### src/rtl/mwo_pkg.sv
`timescale 1ns / 1ps

package mwo_pkg;

  // Waveform select codes; codes above WAVE_SILENT also give silence
  typedef enum logic [2:0] {
    WAVE_PULSE  = 3'd0,
    WAVE_SAW    = 3'd1,
    WAVE_TRI    = 3'd2,
    WAVE_SINE   = 3'd3,
    WAVE_NOISE  = 3'd4,
    WAVE_SILENT = 3'd5
  } wave_t;

  // Configuration register indexes
  localparam int CFG_IDX_W = 8;
  localparam logic [CFG_IDX_W-1:0] REG_WAVEFORM     = 8'd0;
  localparam logic [CFG_IDX_W-1:0] REG_KEEP_RUNNING = 8'd1;

  // Queue between front and back (depth must be a power of two)
  localparam int Q_DEPTH = 2;
  localparam int Q_PTR_W = $clog2(Q_DEPTH);

  // One queued tick: phase step and whether the oscillator runs on it
  typedef struct packed {
    logic [30:0] inc;
    logic        run;
  } mwo_item_t;

  // Noise generator constants
  localparam logic [31:0] LCG_MUL = 32'd1664525;
  localparam logic [31:0] LCG_ADD = 32'd1013904223;

  // Sine table
  localparam int SINE_DEPTH = 256;
  localparam int SINE_IDX_W = $clog2(SINE_DEPTH);
  localparam longint HALF_PI_Q30 = 64'sd1686629713;
  localparam longint Q30_ONE     = 64'sd1073741824;

  typedef logic signed [15:0] sine_rom_t [SINE_DEPTH];

  // sin(pi/2 * f), f in Q30 over [0,1]; six truncated Taylor terms, result Q30
  function automatic longint quarter_sine(longint f);
    longint z;
    longint z2;
    longint term;
    longint sum;
    z    = (f * HALF_PI_Q30) / Q30_ONE;
    z2   = (z * z) / Q30_ONE;
    term = z;
    sum  = z;
    term = ((term * z2) / Q30_ONE) / 6;
    sum  = sum - term;
    term = ((term * z2) / Q30_ONE) / 20;
    sum  = sum + term;
    term = ((term * z2) / Q30_ONE) / 42;
    sum  = sum - term;
    term = ((term * z2) / Q30_ONE) / 72;
    sum  = sum + term;
    term = ((term * z2) / Q30_ONE) / 110;
    sum  = sum - term;
    if (sum < 0) begin
      sum = 0;
    end
    return sum;
  endfunction

  // Full-wave table in Q1.15, built from the quarter wave at elaboration
  function automatic sine_rom_t build_sine();
    sine_rom_t rom;
    longint    pos;
    longint    quad;
    longint    rem;
    longint    num;
    longint    f;
    longint    s;
    longint    q15;
    for (int i = 0; i < SINE_DEPTH; i++) begin
      pos  = longint'(i) * 4;
      quad = pos / SINE_DEPTH;
      rem  = pos % SINE_DEPTH;
      num  = quad[0] ? (SINE_DEPTH - rem) : rem;
      f    = (num << 30) / SINE_DEPTH;
      s    = quarter_sine(f);
      q15  = (s + 16384) / 32768;
      if (q15 > 32767) begin
        q15 = 32767;
      end
      rom[i] = 16'(quad[1] ? -q15 : q15);
    end
    return rom;
  endfunction

endpackage

### src/rtl/multi_waveform_phase_oscillator.sv
`timescale 1ns / 1ps
// Channel  Direction  Handshake              Payload
// in_      slave      in_tvalid/in_tready    tdata phase_increment, tuser note_active
// out_     master     out_tvalid/out_tready  tdata sample (Q1.15)
// cfg_     slave      cfg_valid/cfg_ready    index 0 waveform, 1 keep_running_when_idle
//
// One tick per cycle sustained while out_tready stays high; a tick is written into the queue,
// then loaded into the output register, from which its sample can transfer.
// The phase add, shaping and sine table read share the same cycle in the back.
// A two-entry queue parts the input from the back, and the output register parts the
// back from the sink, so in_tready drops only when both are full.
// Reset (rst_n, synchronous) clears phase, noise state, config registers, output valid and the queue.

module multi_waveform_phase_oscillator import mwo_pkg::*; #(
  parameter int PHASE_BITS = 32
) (
  input  logic                 clk,
  input  logic                 rst_n,
  input  logic                 in_tvalid,
  output logic                 in_tready,
  input  logic [31:0]          in_tdata,   // [30:0] phase_increment, [31] zero fill
  input  logic                 in_tuser,   // [0] note_active
  output logic                 out_tvalid,
  input  logic                 out_tready,
  output logic [15:0]          out_tdata,  // [15:0] sample
  input  logic                 cfg_valid,
  output logic                 cfg_ready,
  input  logic [CFG_IDX_W-1:0] cfg_index,
  input  logic [7:0]           cfg_data
);

  logic [2:0] wave_r, wave_nxt;
  logic       keep_r, keep_nxt;
  logic       q_valid;
  logic       q_pop;
  mwo_item_t  q_item;

  // Register writes
  assign cfg_ready = 1'b1;

  always_comb begin
    wave_nxt = wave_r;
    keep_nxt = keep_r;
    if (cfg_valid && cfg_ready) begin
      if (cfg_index == REG_WAVEFORM) begin
        wave_nxt = cfg_data[2:0];
      end else if (cfg_index == REG_KEEP_RUNNING) begin
        keep_nxt = cfg_data[0];
      end
    end
  end

  always_ff @(posedge clk) begin
    if (!rst_n) begin
      wave_r <= WAVE_PULSE;
      keep_r <= 1'b0;
    end else begin
      wave_r <= wave_nxt;
      keep_r <= keep_nxt;
    end
  end

  mwo_front u_front (
    .clk       (clk),
    .rst_n     (rst_n),
    .in_tvalid (in_tvalid),
    .in_tready (in_tready),
    .in_tdata  (in_tdata),
    .in_tuser  (in_tuser),
    .keep_run  (keep_r),
    .q_valid   (q_valid),
    .q_item    (q_item),
    .q_pop     (q_pop)
  );

  mwo_back #(
    .PHASE_BITS (PHASE_BITS)
  ) u_back (
    .clk        (clk),
    .rst_n      (rst_n),
    .q_valid    (q_valid),
    .q_item     (q_item),
    .q_pop      (q_pop),
    .wave       (wave_r),
    .out_tvalid (out_tvalid),
    .out_tready (out_tready),
    .out_tdata  (out_tdata)
  );

`ifndef SYNTHESIS
  // Reset leaves no sample pending
  a_reset_empty: assert property (@(posedge clk) !rst_n |=> !out_tvalid)
    else $error("sample pending after reset");

  // An idle tick gives a zero sample
  a_idle_zero: assert property (@(posedge clk) disable iff (!rst_n)
    (q_pop && !q_item.run) |=> (out_tdata == 16'h0000))
    else $error("idle tick gave nonzero sample");

  // Silent and unused codes give a zero sample
  a_silent_zero: assert property (@(posedge clk) disable iff (!rst_n)
    (q_pop && (wave_r >= WAVE_SILENT))
    |=> (out_tdata == 16'h0000))
    else $error("silent waveform gave nonzero sample");

  // Pulse only takes the two extreme levels
  a_pulse_levels: assert property (@(posedge clk) disable iff (!rst_n)
    (q_pop && q_item.run && wave_r == WAVE_PULSE)
    |=> (out_tdata == 16'h7FFF || out_tdata == 16'h8000))
    else $error("pulse sample off its levels");
`endif

endmodule

### src/rtl/mwo_front.sv
`timescale 1ns / 1ps

module mwo_front import mwo_pkg::*; (
  input  logic        clk,
  input  logic        rst_n,
  input  logic        in_tvalid,
  output logic        in_tready,
  input  logic [31:0] in_tdata,   // [30:0] phase_increment, [31] zero fill
  input  logic        in_tuser,   // [0] note_active
  input  logic        keep_run,
  output logic        q_valid,
  output mwo_item_t   q_item,
  input  logic        q_pop
);

  mwo_item_t          mem_r [Q_DEPTH];
  logic [Q_PTR_W-1:0] wr_ptr_r, wr_ptr_nxt;
  logic [Q_PTR_W-1:0] rd_ptr_r, rd_ptr_nxt;
  logic [Q_PTR_W:0]   cnt_r, cnt_nxt;
  logic               push;
  mwo_item_t          item_in;

  // Classify the tick: runs on an active note or in keep-running mode
  always_comb begin
    item_in.inc = in_tdata[30:0];
    item_in.run = in_tuser | keep_run;
  end

  assign in_tready = (cnt_r != (Q_PTR_W+1)'(Q_DEPTH));
  assign push      = in_tvalid & in_tready;
  assign q_valid   = (cnt_r != '0);
  assign q_item    = mem_r[rd_ptr_r];

  // Advance pointers and fill count
  always_comb begin
    wr_ptr_nxt = push  ? wr_ptr_r + 1'b1 : wr_ptr_r;
    rd_ptr_nxt = q_pop ? rd_ptr_r + 1'b1 : rd_ptr_r;
    cnt_nxt    = cnt_r;
    if (push && !q_pop) begin
      cnt_nxt = cnt_r + 1'b1;
    end else if (!push && q_pop) begin
      cnt_nxt = cnt_r - 1'b1;
    end
  end

  always_ff @(posedge clk) begin
    if (!rst_n) begin
      wr_ptr_r <= '0;
      rd_ptr_r <= '0;
      cnt_r    <= '0;
    end else begin
      wr_ptr_r <= wr_ptr_nxt;
      rd_ptr_r <= rd_ptr_nxt;
      cnt_r    <= cnt_nxt;
    end
  end

  // Store the accepted tick
  always_ff @(posedge clk) begin
    if (push) begin
      mem_r[wr_ptr_r] <= item_in;
    end
  end

endmodule

### src/rtl/mwo_back.sv
`timescale 1ns / 1ps

module mwo_back import mwo_pkg::*; #(
  parameter int PHASE_BITS = 32
) (
  input  logic        clk,
  input  logic        rst_n,
  input  logic        q_valid,
  input  mwo_item_t   q_item,
  output logic        q_pop,
  input  logic [2:0]  wave,
  output logic        out_tvalid,
  input  logic        out_tready,
  output logic [15:0] out_tdata   // [15:0] sample
);

  localparam int SHL = (PHASE_BITS >= 32) ? PHASE_BITS - 32 : 0;
  localparam int SHR = (PHASE_BITS < 32) ? 32 - PHASE_BITS : 0;
  localparam sine_rom_t SINE_ROM = build_sine();

  logic [PHASE_BITS-1:0] phase_r, phase_nxt;
  logic [PHASE_BITS-1:0] inc_al;
  logic [PHASE_BITS-1:0] phase_sum;
  logic [31:0]           lcg_r, lcg_nxt;
  logic [31:0]           lcg_step;
  logic                  out_valid_r, out_valid_nxt;
  logic [15:0]           out_data_r, out_data_nxt;
  logic [63:0]           inc64;
  logic [63:0]           phase_ext;
  logic [16:0]           top17;
  logic signed [17:0]    tri_s;
  logic [15:0]           tri_v;
  logic [15:0]           sample_c;

  // Align the step to the accumulator width and add
  assign inc64     = {33'd0, q_item.inc};
  assign inc_al    = PHASE_BITS'((inc64 << SHL) >> SHR);
  assign phase_sum = phase_r + inc_al;

  // Left-justify the phase so the top bits sit at fixed positions
  assign phase_ext = {phase_sum, {(64-PHASE_BITS){1'b0}}};
  assign top17     = phase_ext[63:47];

  // Next noise state
  assign lcg_step = lcg_r * LCG_MUL + LCG_ADD;

  // Triangle: rise over the first half, fall over the second, clip at +1
  always_comb begin
    if (top17[16]) begin
      tri_s = 18'sd98304 - $signed({1'b0, top17});
      if (tri_s > 18'sd32767) begin
        tri_s = 18'sd32767;
      end
    end else begin
      tri_s = $signed({1'b0, top17}) - 18'sd32768;
    end
    tri_v = tri_s[15:0];
  end

  // Shape the new phase (or, for noise, the next noise state) into one sample
  always_comb begin
    case (wave)
      WAVE_PULSE: sample_c = phase_ext[63] ? 16'h7FFF : 16'h8000;
      WAVE_SAW:   sample_c = {~phase_ext[63], phase_ext[62:48]};
      WAVE_TRI:   sample_c = tri_v;
      WAVE_SINE:  sample_c = SINE_ROM[phase_ext[63 -: SINE_IDX_W]];
      WAVE_NOISE: sample_c = {~lcg_step[31], lcg_step[30:16]};
      default:    sample_c = 16'h0000;
    endcase
  end

  // Take a tick when the output register is free or being drained
  assign q_pop = q_valid & (~out_valid_r | out_tready);

  always_comb begin
    phase_nxt     = phase_r;
    lcg_nxt       = lcg_r;
    out_data_nxt  = out_data_r;
    out_valid_nxt = out_valid_r;
    if (out_tready) begin
      out_valid_nxt = 1'b0;
    end
    if (q_pop) begin
      out_valid_nxt = 1'b1;
      out_data_nxt  = q_item.run ? sample_c : 16'h0000;
      if (q_item.run) begin
        phase_nxt = phase_sum;
        if (wave == WAVE_NOISE) begin
          lcg_nxt = lcg_step;
        end
      end
    end
  end

  always_ff @(posedge clk) begin
    if (!rst_n) begin
      phase_r     <= '0;
      lcg_r       <= '0;
      out_valid_r <= 1'b0;
    end else begin
      phase_r     <= phase_nxt;
      lcg_r       <= lcg_nxt;
      out_valid_r <= out_valid_nxt;
    end
  end

  // Hold the sample until transfer
  always_ff @(posedge clk) begin
    out_data_r <= out_data_nxt;
  end

  assign out_tvalid = out_valid_r;
  assign out_tdata  = out_data_r;

endmodule
### config.mk
export PLATFORM = sky130hd
export DESIGN_NAME = multi_waveform_phase_oscillator
export DESIGN_NICKNAME = d
export VERILOG_FILES = /design/src/rtl/mwo_pkg.sv /design/src/rtl/multi_waveform_phase_oscillator.sv /design/src/rtl/mwo_front.sv /design/src/rtl/mwo_back.sv
export SDC_FILE = /design/constraint.sdc
export NUM_CORES = 1
export LEC_CHECK = 0
export BUFFER_PORTS_ARGS = -buffer_cell sky130_fd_sc_hd__buf_2
export CORE_ASPECT_RATIO = 2
export CORE_MARGIN = 1.5
export CORE_UTILIZATION = 62
export DETAILED_ROUTE_END_ITERATION = 16
export PLACE_DENSITY = 0.8
export SLEW_MARGIN = 30
export SYNTH_ARGS = -nofsm -noshare
export SYNTH_HDL_FRONTEND = slang
export SYNTH_HIERARCHICAL = 1
export SYNTH_SLANG_ARGS = --single-unit
### constraint.sdc
create_clock -name clk -period 7.4 [get_ports clk]
set_input_delay 1.48 -clock clk [delete_from_list [all_inputs] [get_ports clk]]
set_output_delay 1.48 -clock clk [all_outputs]
set_load 0.01 [all_outputs]
==> results of run 1 <==
layer usage:
layer / overflow / track usage (%)
met1: 0 / 74.5
met2: 336 / 93.7
met3: 3 / 52.5
met4: 177 / 75.0
met5: 0 / 16.6
kinds of logic after synthesis:
family,after synthesis
AND/OR/NAND/NOR,626
AO/OA/AOI/OAI,708
multiplexers,50
flip-flops,154
XOR/XNOR,81
other,1
adder cells (fa/ha/maj),345
buffers and inverters,427
cells in the mapped netlist, types with 7 or more instances:
cell	instances
sky130_fd_sc_hd__inv_1	285
sky130_fd_sc_hd__ha_1	207
sky130_fd_sc_hd__nand2_1	201
sky130_fd_sc_hd__a21oi_1	199
sky130_fd_sc_hd__nor2_1	199
sky130_fd_sc_hd__o21ai_0	145
sky130_fd_sc_hd__fa_1	138
sky130_fd_sc_hd__clkbuf_1	85
sky130_fd_sc_hd__edfxtp_1	80
sky130_fd_sc_hd__dfxtp_1	74
sky130_fd_sc_hd__xnor2_1	53
sky130_fd_sc_hd__nor3_1	50
sky130_fd_sc_hd__a211oi_1	43
sky130_fd_sc_hd__nand3_1	36
sky130_fd_sc_hd__o211ai_1	33
sky130_fd_sc_hd__mux2_2	32
sky130_fd_sc_hd__a31oi_1	31
sky130_fd_sc_hd__xor2_1	26
sky130_fd_sc_hd__a21o_1	25
sky130_fd_sc_hd__a221oi_1	22
sky130_fd_sc_hd__and2_1	20
sky130_fd_sc_hd__and3_1	18
sky130_fd_sc_hd__o221ai_1	18
sky130_fd_sc_hd__o22ai_1	18
sky130_fd_sc_hd__nor4_1	17
sky130_fd_sc_hd__o31ai_1	17
sky130_fd_sc_hd__mux2i_1	16
sky130_fd_sc_hd__buf_1	14
sky130_fd_sc_hd__buf_2	14
sky130_fd_sc_hd__clkbuf_8	14
sky130_fd_sc_hd__nand4_1	12
sky130_fd_sc_hd__a311oi_1	11
sky130_fd_sc_hd__a2111oi_0	10
sky130_fd_sc_hd__or2_2	10
sky130_fd_sc_hd__a22oi_1	9
sky130_fd_sc_hd__o21a_1	9
sky130_fd_sc_hd__or3_1	9
sky130_fd_sc_hd__a21boi_0	8
sky130_fd_sc_hd__nand2b_1	8
sky130_fd_sc_hd__o21ai_1	8
sky130_fd_sc_hd__o31a_1	8
sky130_fd_sc_hd__a211o_1	7
sky130_fd_sc_hd__o21bai_1	7
per-stage QoR:
stage          cells  utilization, %  cell area [µm²]  worst slack [ns]  hold slack [ns]
2_1_floorplan   2392               -            19900              1.21            0.434
3_3_place_gp    2832            66.1            20800             0.532            0.443
3_5_place_dp    2832            66.1            20800             0.250            0.456
4_1_cts         2864            68.0            21500             0.149            0.467
==> implementation parameters, run 1 <==
Parameter                              Value

Run status
  Result of the run ... aborted with a tool error
  Error that halted the flow ... [ERROR GRT-0116] Global routing finished with congestion. Check the congestion regions in the DRC Viewer.
  Stage where the flow stopped ... global routing

Die
  Chip Width ... 130 µm
  Initial core utilization ... 63.1%
  Die H ... 256 µm
  I/O pin count ... 73
  Standard-cell row count ... 92

Clocking
  Number of resized instances in the post-cts repair step ... 0
  H-tree depth ... 4
  Maximum number of buffers from clock root to sink ... 2
  TritonCTS Buffers ... 17
  Number of buffers added to fix hold violations after cts ... 0
  Clock tree sinks ... 154
  Postcts setup bufs ... 0
  Buffer type at the clock tree root ... sky130_fd_sc_hd__clkbuf_16

GRT
  Global route total overflow ... 516
  Wire length of the first global-routing pass ... 187000 µm
  Vias in the first global route ... 25900
  GRT Util Overall ... 74.0%
  Pin count of the biggest net entering global routing ... 69

Synthesis
  Top cells by area, synth ... sky130_fd_sc_hd__fa_1 (14%), sky130_fd_sc_hd__ha_1 (13%), sky130_fd_sc_hd__edfxtp_1 (12%)
  Proportion of synthesized flip-flops having asynchronous set or reset ... 0%
  Number of storage elements in the synthesis netlist ... 154
  Synth Flop Type ... sky130_fd_sc_hd__edfxtp_1
  Share of Yosys cell area claimed by the top area cell type ... 13.9%
  Post-Synth XOR/XNOR Area ... 3.64%
  Simple-Gate Fraction of Synth Area ... 14.7%
  Yosys warns ... 6
  Main combinational cell family by area after synthesis ... adder cells
  Number of enable-type register cells in the synthesized netlist ... 80
  Mean instance size in the synthesized netlist ... 8.33 µm²
  Distinct cell type count of the synthesized netlist ... 108
  Mapped Cells ... 2392
  Net count of the mapped netlist ... 2791
  Most area-hungry cell type in the Yosys netlist ... sky130_fd_sc_hd__fa_1
  Mux contribution to synthesized area ... 2.73%
  Compound-cell area share of the yosys netlist ... 23.4%
  Post-synthesis adder-cell area fraction ... 26.9%
  Summed instance area of the synthesized netlist ... 0.0199 mm²
  Sequential area share after synthesis ... 19.5%

Placed design
  Final weighted congestion of routability-driven global placement ... 1.24
  Half-perimeter wire length after placement ... 71000 µm
  Number of input and output port buffers inserted ... 65
==> run 2, diff against run 1 <==
- CORE_ASPECT_RATIO: 2 -> unset
- CORE_UTILIZATION: 62 -> 40
- PLACE_DENSITY: 0.8 -> unset
- PLACE_DENSITY_LB_ADDON: unset -> 0.15
==> implementation parameters, run 2 <==
Parameter                              Value

Final layout
  Sequential cell area ... 0.00388 mm²
  Most used cells in the layout excluding fill and tap cells ... sky130_fd_sc_hd__inv_1 (285), sky130_fd_sc_hd__ha_1 (207), sky130_fd_sc_hd__nand2_1 (201), sky130_fd_sc_hd__a21oi_1 (199), sky130_fd_sc_hd__nor2_1 (197)
  Largest reg by FF count ... u_front/mem_r
  Final net count ... 2822
  Utilization after layout ... 44.3%
  Leading registers by flop count ... u_front/mem_r: 64 flops, u_back/lcg_r: 32 flops, u_back/phase_r: 32 flops
  FILL cells ... 5012
  Flip-flop count of the largest register, all copies and words added ... 64
  Syn-to-layout area delta ... 9.08%
  Leading cell type in the layout, fill and taps excluded ... sky130_fd_sc_hd__inv_1
  Area of combinational cells with multiple inputs ... 0.0143 mm²
  Share of cells above drive strength 1 ... 11.8%

Synthesis
  Number of storage elements in the synthesis netlist ... 154
  Number of enable-type register cells in the synthesized netlist ... 80
  Distinct cell type count of the synthesized netlist ... 108
  Mapped Cells ... 2392
  Most frequent cells after synthesis ... sky130_fd_sc_hd__inv_1 (285), sky130_fd_sc_hd__ha_1 (207), sky130_fd_sc_hd__nand2_1 (201)
  Synth Flop Type ... sky130_fd_sc_hd__edfxtp_1
  Share of Yosys cell area claimed by the top area cell type ... 13.9%
  Net count of the mapped netlist ... 2791
  Top cells by area, synth ... sky130_fd_sc_hd__fa_1 (14%), sky130_fd_sc_hd__ha_1 (13%), sky130_fd_sc_hd__edfxtp_1 (12%)
  Most area-hungry cell type in the Yosys netlist ... sky130_fd_sc_hd__fa_1
  Summed instance area of the synthesized netlist ... 0.0199 mm²
  Mean instance size in the synthesized netlist ... 8.33 µm²
  Proportion of synthesized flip-flops having asynchronous set or reset ... 0%
  Sequential area share after synthesis ... 19.5%
  Yosys warns ... 6
  Most used standard cell by instance count after synthesis ... sky130_fd_sc_hd__inv_1

GRT
  Initial antenna violation count ... 1
  GRT Util Overall ... 31.3%
  Vias in the first global route ... 19000
  Pin count of the biggest net entering global routing ... 59
  Global route total overflow ... 0
  Wire length of the first global-routing pass ... 119000 µm

Critical path
  Slowest library cell on the worst path ... sky130_fd_sc_hd__dfxtp_1
  Reg2reg setup slack ... 0.44 ns
  WP data required ... 7.62 ns
  Register-to-Register Path Depth ... 25
  Cell family with most CP delay ... adder cells
  Number of cells on the critical path ... 25
  Arr. time, crit path ... 7.18 ns
  Startpoint-to-endpoint class of the critical path ... flop to flop
  Maximum fanout along the worst path ... 8
  Max incr delay on CP ... 0.52 ns
  Critical path endpoint category ... flop
  Bufs and invs on worst path ... 6
  Most frequent cell on the critical path ... sky130_fd_sc_hd__inv_1
  Critical path startpoint category ... flop

Clocking
  Clock insertion delay at the later pin of the skew report ... 0.48 ns
  Clock slew at reported path FFs ... 0.07 ns
  Maximum number of buffers from clock root to sink ... 2
  Buffer type at the clock tree root ... sky130_fd_sc_hd__clkbuf_16
  H-tree depth ... 4
  TritonCTS clock tree ... built
  Postcts setup bufs ... 0
  TritonCTS Buffers ... 17
  Number of buffers added to fix hold violations after cts ... 0
  Clock tree sinks ... 154
  Number of resized instances in the post-cts repair step ... 0

STA
  Setup repair after global routing missed its margin ... no
  Worst slew margin relative to its limit ... 30.1%
  Share of the clock period used by the worst path ... 94.0%
  Post-Route Skew ... 0.0143 ns
  Final setup viols ... 0
  Final worst path period need ... 6.96 ns
  Hold Violations, Final ... 0
  Highest attainable clock frequency ... 0.144 GHz
  Max Transition Viols Final ... 0
  Worst slew pin tran ... 1.05 ns
  Summed negative setup slack over all endpoints ... 0 ns

Die
  Die H ... 226 µm
  I/O pin count ... 73
  Total die area ... 0.0511 mm²
  CORE AREA ... 0.0491 mm²
  Standard-cell row count ... 81
  Chip Width ... 226 µm
  Initial core utilization ... 40.6%

Hold path
  Count of cells along the worst hold path ... 2
  Worst min-delay path category ... flop to flop

Detailed routing
  Average wire length per cell after detail routing ... 25.2 µm
  Post-detailed-routing wire length ... 78000 µm
  Drt first-iter violations ... 1886
  Total number of vias ... 18800
  Antenna Nets Post-Route ... 0
  Drt first pass iters ... 9
  Vias/cell ... 6.07
  Number of design rule violations left after detail routing ... 0

Placed design
  Number of input and output port buffers inserted ... 65
  Final weighted congestion of routability-driven global placement ... 1.02
  Half-perimeter wire length after placement ... 59900 µm

Run
  Reported max-cap violation count ... 0

Run status
  Result of the run ... finished, final reports clean
## run 2: final cells by class
type | count | area share [%]
multi-input cells | 1811 | 65.9
flip-flops and latches | 154 | 17.9
inverters | 288 | 4.98
repair buffers | 151 | 4.53
well taps | 664 | 3.82
clock buffers | 17 | 1.96
clock inverters | 15 | 0.933
diodes | 1 | 0.0115
## run 2: cell families after synthesis
group	count (synthesis)	share of synthesized area [%]
xor gates and xnor gates	81	3.64
and+or+nand+nor	626	14.7
adders and majority gates	345	26.9
muxes	50	2.73
DFF	154	19.5
AOI/OAI and AO/OA	708	23.4
buffers and inverters	427	9.08
other	1	0.0188
## run 2: final timing paths
path,from,to
setup / recovery,u_back/lcg_r[2]$_SDFFE_PN0P_,u_back/out_tdata[12]$_SDFFCE_PN0P_
hold / removal,u_back/phase_r[3]$_SDFFE_PN0P_,u_back/phase_r[3]$_SDFFE_PN0P_
setup reg to reg,u_back/lcg_r[2]$_SDFFE_PN0P_,u_back/out_tdata[12]$_SDFFCE_PN0P_
hold reg to reg,u_back/phase_r[3]$_SDFFE_PN0P_,u_back/phase_r[3]$_SDFFE_PN0P_
## run 2: metrics by stage
step,hold slack (ns),setup WS (ns),instance area (µm²),instances
after CTS,0.460,0.424,21700,3100
final,0.459,0.442,21700,3101
after detailed placement,0.451,0.495,21100,3068
after floorplan,0.434,1.21,19900,2392
after global placement,0.442,0.500,21100,3068
after global routing,0.485,0.0470,21700,3100
## run 2: tightest hold or removal path: cells and delay by family (launching register included)
family          cells  cell delay (ns)
compound gates      1             0.05
simple gates        1             0.05
flops               1             0.31
## run 2: layer usage
metal / routed length (µm) / GRT usage [%] / share of wire [%]
met3: 6290 / 7.39 / 8.1
met1: 32700 / 40.1 / 42
met5: 11 / 0 / 0.014
met2: 34800 / 48.6 / 45
met4: 4230 / 17.0 / 5.4
Power of run 2 is left out: the tool's default activity adds up to more than one toggle a clock period on the data nets, which glitch-free logic cannot reach.
==> run 3, diff against run 2 <==
- ABC_AREA: unset -> 1
==> implementation parameters, run 3 <==
Parameter                              Value

Final layout
  Flip-flop count of the largest register, all copies and words added ... 64
  Number of diodes added for antenna fixing ... 0
  Largest reg by FF count ... u_front/mem_r
  Syn-to-layout area delta ... 8.13%
  Leading registers by flop count ... u_front/mem_r: 64 flops, u_back/lcg_r: 32 flops, u_back/phase_r: 32 flops
  Share of cells above drive strength 1 ... 8.79%
  Leading cell type in the layout, fill and taps excluded ... sky130_fd_sc_hd__nand2_1
  Final net count ... 3402
  Most used cells in the layout excluding fill and tap cells ... sky130_fd_sc_hd__nand2_1 (819), sky130_fd_sc_hd__inv_1 (530), sky130_fd_sc_hd__nand3_1 (260), sky130_fd_sc_hd__ha_1 (207), sky130_fd_sc_hd__nor2_1 (205)

Synthesis
  Synth Flop Type ... sky130_fd_sc_hd__edfxtp_1
  Number of storage elements in the synthesis netlist ... 154
  Most used standard cell by instance count after synthesis ... sky130_fd_sc_hd__nand2_1
  Sequential area share after synthesis ... 18.8%
  Most frequent cells after synthesis ... sky130_fd_sc_hd__nand2_1 (819), sky130_fd_sc_hd__inv_1 (530), sky130_fd_sc_hd__nand3_1 (260)
  Yosys warns ... 6
  Summed instance area of the synthesized netlist ... 0.0207 mm²
  Number of enable-type register cells in the synthesized netlist ... 80
  Mean instance size in the synthesized netlist ... 6.98 µm²
  Top cells by area, synth ... sky130_fd_sc_hd__nand2_1 (15%), sky130_fd_sc_hd__fa_1 (13%), sky130_fd_sc_hd__ha_1 (13%)
  Distinct cell type count of the synthesized netlist ... 54
  Share of Yosys cell area claimed by the top area cell type ... 14.9%
  Most area-hungry cell type in the Yosys netlist ... sky130_fd_sc_hd__nand2_1
  Net count of the mapped netlist ... 3362
  Proportion of synthesized flip-flops having asynchronous set or reset ... 0%
  Mapped Cells ... 2963

Detailed routing
  Post-detailed-routing wire length ... 78000 µm
  Antenna Nets Post-Route ... 0
  Drt first pass iters ... 7
  Drt first-iter violations ... 1899
  Total number of vias ... 19800
  Vias/cell ... 5.37
  Average wire length per cell after detail routing ... 21.1 µm
  Number of design rule violations left after detail routing ... 0

STA
  Highest attainable clock frequency ... 0.144 GHz
  Worst slew margin relative to its limit ... 37.6%
  Final setup viols ... 0
  Summed negative setup slack over all endpoints ... 0 ns
  Share of the clock period used by the worst path ... 93.7%
  Worst slew pin tran ... 0.935 ns
  Post-Route Skew ... 0.0147 ns
  Max Transition Viols Final ... 0
  Hold Violations, Final ... 0
  Final worst path period need ... 6.93 ns
  Setup repair after global routing missed its margin ... no

Die
  Initial core utilization ... 40.4%
  Standard-cell row count ... 83
  Chip Width ... 230 µm
  Total die area ... 0.0531 mm²
  CORE AREA ... 0.0512 mm²
  Die H ... 230 µm
  I/O pin count ... 73

Critical path
  Critical path startpoint category ... flop
  Maximum fanout along the worst path ... 7
  Startpoint-to-endpoint class of the critical path ... flop to flop
  Arr. time, crit path ... 7.19 ns
  WP data required ... 7.65 ns
  Critical path endpoint category ... flop

Clocking
  Postcts setup bufs ... 0
  Clock slew at reported path FFs ... 0.08 ns
  TritonCTS clock tree ... built
  Clock tree sinks ... 154
  Number of buffers added to fix hold violations after cts ... 0
  Buffer type at the clock tree root ... sky130_fd_sc_hd__clkbuf_16
  Number of resized instances in the post-cts repair step ... 0
  Clock insertion delay at the later pin of the skew report ... 0.49 ns
  TritonCTS Buffers ... 17
  Maximum number of buffers from clock root to sink ... 2
  H-tree depth ... 4

GRT
  Initial antenna violation count ... 0
  Global route total overflow ... 0
  GRT Util Overall ... 29.8%
  Wire length of the first global-routing pass ... 119000 µm
  Pin count of the biggest net entering global routing ... 64
  Vias in the first global route ... 19500

Placed design
  Half-perimeter wire length after placement ... 62700 µm
  Final weighted congestion of routability-driven global placement ... 1.05
  Number of input and output port buffers inserted ... 65

Run
  Reported max-cap violation count ... 0

Hold path
  Worst min-delay path category ... flop to flop

Run status
  Result of the run ... finished, final reports clean
==> run 3: metal layers <==
layer | global-route usage, % | wire length [µm] | vias up | share of wire [%]
li1 | - | - | 9433 | -
met1 | 42.2 | 36200 | 9495 | 46
met2 | 44.8 | 33100 | 776 | 42
met3 | 5.50 | 5740 | 141 | 7.3
met4 | 11.6 | 2950 | 0 | 3.8
met5 | 0 | 0 | - | 0
==> run 3: worst paths after layout <==
kind	startpoint	slack, ns	cells past startpoint	endpoint
min	keep_r$_SDFFE_PN0P_	0.48	2	keep_r$_SDFFE_PN0P_
min reg2reg	keep_r$_SDFFE_PN0P_	0.48	2	keep_r$_SDFFE_PN0P_
max reg2reg	u_back/lcg_r[2]$_SDFFE_PN0P_	0.47	26	u_back/out_tdata[12]$_SDFFCE_PN0P_
max	u_back/lcg_r[2]$_SDFFE_PN0P_	0.47	26	u_back/out_tdata[12]$_SDFFCE_PN0P_
==> run 3: final cells by class <==
| cell class | instances | area [µm²] |
|---|---|---|
| tap | 680 | 851 |
| timing repair buffer | 106 | 726 |
| clock buffer | 19 | 464 |
| sequential | 154 | 3880 |
| clock inverter | 13 | 144 |
| inverter | 544 | 2040 |
| fill | 5455 | 28800 |
| multi-input combinational | 2180 | 14300 |
==> run 3: kinds of logic (layout without fill, tap and decap cells) <==
family | Yosys count | count (layout) | share of synthesized area [%]
AOI/OAI and AO/OA | 315 | 315 | 8.58
DFF | 154 | 154 | 18.8
adders and majority gates | 345 | 345 | 25.9
other | 1 | 1 | 0.0181
muxes | 32 | 32 | 2.29
xor gates and xnor gates | 63 | 63 | 2.67
buffers and inverters | 629 | 682 | 12.4
and+or+nand+nor | 1424 | 1424 | 29.4
==> run 3: critical path, cell delays in order, from the launching register on <==
cell	delay, ns
sky130_fd_sc_hd__dfxtp_1	0.50
sky130_fd_sc_hd__inv_1	0.22
sky130_fd_sc_hd__ha_1	0.36
sky130_fd_sc_hd__xor2_1	0.20
sky130_fd_sc_hd__inv_1	0.06
sky130_fd_sc_hd__ha_1	0.31
sky130_fd_sc_hd__fa_1	0.50
sky130_fd_sc_hd__inv_1	0.05
sky130_fd_sc_hd__fa_1	0.49
sky130_fd_sc_hd__inv_1	0.06
sky130_fd_sc_hd__fa_1	0.46
sky130_fd_sc_hd__fa_1	0.49
sky130_fd_sc_hd__inv_1	0.05
sky130_fd_sc_hd__fa_1	0.49
sky130_fd_sc_hd__inv_1	0.05
sky130_fd_sc_hd__ha_1	0.34
sky130_fd_sc_hd__nand2_1	0.13
sky130_fd_sc_hd__nor4_1	0.45
sky130_fd_sc_hd__nand3b_1	0.13
sky130_fd_sc_hd__and3_1	0.20
sky130_fd_sc_hd__o21ai_0	0.30
sky130_fd_sc_hd__a31oi_1	0.15
sky130_fd_sc_hd__or2_2	0.31
sky130_fd_sc_hd__nand3_1	0.17
sky130_fd_sc_hd__nand3_1	0.11
sky130_fd_sc_hd__nand2_1	0.08
sky130_fd_sc_hd__inv_1	0.04
==> run 3: metrics by stage <==
step                setup WS [ns]  hold slack, ns  instance area [µm²]  std cells  utilization, %
finish                      0.469           0.482                22400       3696            43.7
global route                0.105           0.502                22400       3696            43.7
CTS                         0.493           0.482                22300       3694            43.6
detailed placement          0.568           0.471                21700       3662            42.4
global placement            0.642           0.459                21600       3660            42.3
floorplan                    1.06           0.444                20700       2963               -
Power of run 3 is left out for the same reason.
==> run 4, diff against run 3 <==
- BUFFER_PORTS_ARGS: -buffer_cell sky130_fd_sc_hd__buf_2 -> unset
- DONT_BUFFER_PORTS: unset -> 1
==> implementation parameters, run 4 (synthesis gave the netlist of run 3 again) <==
Parameter                              Value

Final layout
  Syn-to-layout area delta ... 6.11%
  Number of diodes added for antenna fixing ... 0
  Most used cells in the layout excluding fill and tap cells ... sky130_fd_sc_hd__nand2_1 (819), sky130_fd_sc_hd__inv_1 (530), sky130_fd_sc_hd__nand3_1 (260), sky130_fd_sc_hd__ha_1 (207), sky130_fd_sc_hd__nor2_1 (205)
  Sequential cell area ... 0.00388 mm²
  Leading registers by flop count ... u_front/mem_r: 64 flops, u_back/lcg_r: 32 flops, u_back/phase_r: 32 flops
  Leading cell type in the layout, fill and taps excluded ... sky130_fd_sc_hd__nand2_1
  FILL cells ... 5422
  Largest reg by FF count ... u_front/mem_r
  Final net count ... 3335
  Area of combinational cells with multiple inputs ... 0.0143 mm²
  Share of cells above drive strength 1 ... 6.68%
  Flip-flop count of the largest register, all copies and words added ... 64

Clocking
  Number of buffers added to fix hold violations after cts ... 0
  Postcts setup bufs ... 0
  Maximum number of buffers from clock root to sink ... 2
  Number of resized instances in the post-cts repair step ... 0
  TritonCTS clock tree ... built
  Buffer type at the clock tree root ... sky130_fd_sc_hd__clkbuf_16
  H-tree depth ... 4
  TritonCTS Buffers ... 17
  Clock insertion delay at the later pin of the skew report ... 0.48 ns
  Clock slew at reported path FFs ... 0.08 ns
  Clock tree sinks ... 154

STA
  Worst slew margin relative to its limit ... 35.1%
  Summed negative setup slack over all endpoints ... 0 ns
  Final setup viols ... 0
  Worst slew pin tran ... 0.972 ns
  Max Transition Viols Final ... 0
  Post-Route Skew ... 0.0196 ns
  Share of the clock period used by the worst path ... 93.6%
  Hold Violations, Final ... 0
  Setup repair after global routing missed its margin ... no
  Highest attainable clock frequency ... 0.144 GHz
  Final worst path period need ... 6.93 ns

Detailed routing
  Vias/cell ... 5.40
  Average wire length per cell after detail routing ... 21.4 µm
  Post-detailed-routing wire length ... 77700 µm
  Drt first pass iters ... 6
  Total number of vias ... 19600
  Antenna Nets Post-Route ... 0
  Drt first-iter violations ... 1912
  Number of design rule violations left after detail routing ... 0

Die
  I/O pin count ... 73
  Initial core utilization ... 40.4%
  Total die area ... 0.0531 mm²
  Standard-cell row count ... 83
  CORE AREA ... 0.0512 mm²
  Chip Width ... 230 µm
  Die H ... 230 µm

Critical path
  Max incr delay on CP ... 0.50 ns
  Critical path endpoint category ... flop
  Maximum fanout along the worst path ... 7
  Startpoint-to-endpoint class of the critical path ... flop to flop
  Register-to-Register Path Depth ... 26
  Critical path startpoint category ... flop
  Slowest library cell on the worst path ... sky130_fd_sc_hd__fa_1
  Most frequent cell on the critical path ... sky130_fd_sc_hd__inv_1
  WP data required ... 7.64 ns
  Arr. time, crit path ... 7.17 ns

Run
  Reported max-cap violation count ... 0

Placed design
  Number of input and output port buffers inserted ... 0
  Half-perimeter wire length after placement ... 62100 µm
  Final weighted congestion of routability-driven global placement ... 1.00

GRT
  Pin count of the biggest net entering global routing ... 64
  GRT Util Overall ... 29.4%
  Initial antenna violation count ... 1
  Global route total overflow ... 0
  Vias in the first global route ... 19000
  Wire length of the first global-routing pass ... 117000 µm

Run status
  Result of the run ... finished, final reports clean

Hold path
  Count of cells along the worst hold path ... 2
  Worst min-delay path category ... flop to flop
-- run 4: cell count changes in the layout (fill, tap and decap cells not counted), sizes merged --
| cell | change |
|---|---|
| buf | -67 |
| clkinv | +1 |
| clkinvlp | +1 |
| clkbuf | -2 |
-- run 4: per-layer routing --
layer / wire length, µm / global-route usage [%] / up-vias
met5: 13 / 0 / -
met4: 2850 / 10.4 / 2
met3: 6160 / 5.62 / 147
met2: 33100 / 44.6 / 836
met1: 35600 / 41.5 / 9308
li1: - / - / 9308
-- run 4: cell type report --
class	count	share of cell area [%]
timing repair buffer	39	1.52
sequential	154	17.7
tap	680	3.88
clock buffer	17	1.94
clock inverter	15	0.690
multi-input combinational	2180	65.0
inverter	544	9.30
-- run 4: final timing paths --
check	slack, ns	from	endpoint
worst min register to register	0.48	keep_r$_SDFFE_PN0P_	keep_r$_SDFFE_PN0P_
worst max register to register	0.47	u_back/lcg_r[2]$_SDFFE_PN0P_	u_back/out_tdata[12]$_SDFFCE_PN0P_
worst max-delay path	0.47	u_back/lcg_r[2]$_SDFFE_PN0P_	u_back/out_tdata[12]$_SDFFCE_PN0P_
worst min-delay path	0.48	keep_r$_SDFFE_PN0P_	keep_r$_SDFFE_PN0P_
-- run 4: critical path: cells and delay by family (launching register included) --
kind	cells	cell delay, ns
buffers and inverters	7	0.51
adder cells (fa/ha/maj)	8	3.40
flip-flops	1	0.48
AND/OR/NAND/NOR	8	1.63
AO/OA/AOI/OAI	2	0.48
XOR/XNOR	1	0.21
-- run 4: stage by stage --
step | cell area (µm²) | util (%) | std cells | worst slack, ns | hold WS [ns]
6_report | 22000 | 42.9 | 3629 | 0.474 | 0.482
5_1_grt | 22000 | 42.9 | 3629 | 0.160 | 0.503
4_1_cts | 21900 | 42.8 | 3627 | 0.540 | 0.485
3_5_place_dp | 21300 | 41.6 | 3595 | 0.548 | 0.467
3_3_place_gp | 21300 | 41.6 | 3595 | 0.664 | 0.459
2_1_floorplan | 20700 | - | 2963 | 1.06 | 0.444
Power of run 4 is left out for the same reason.
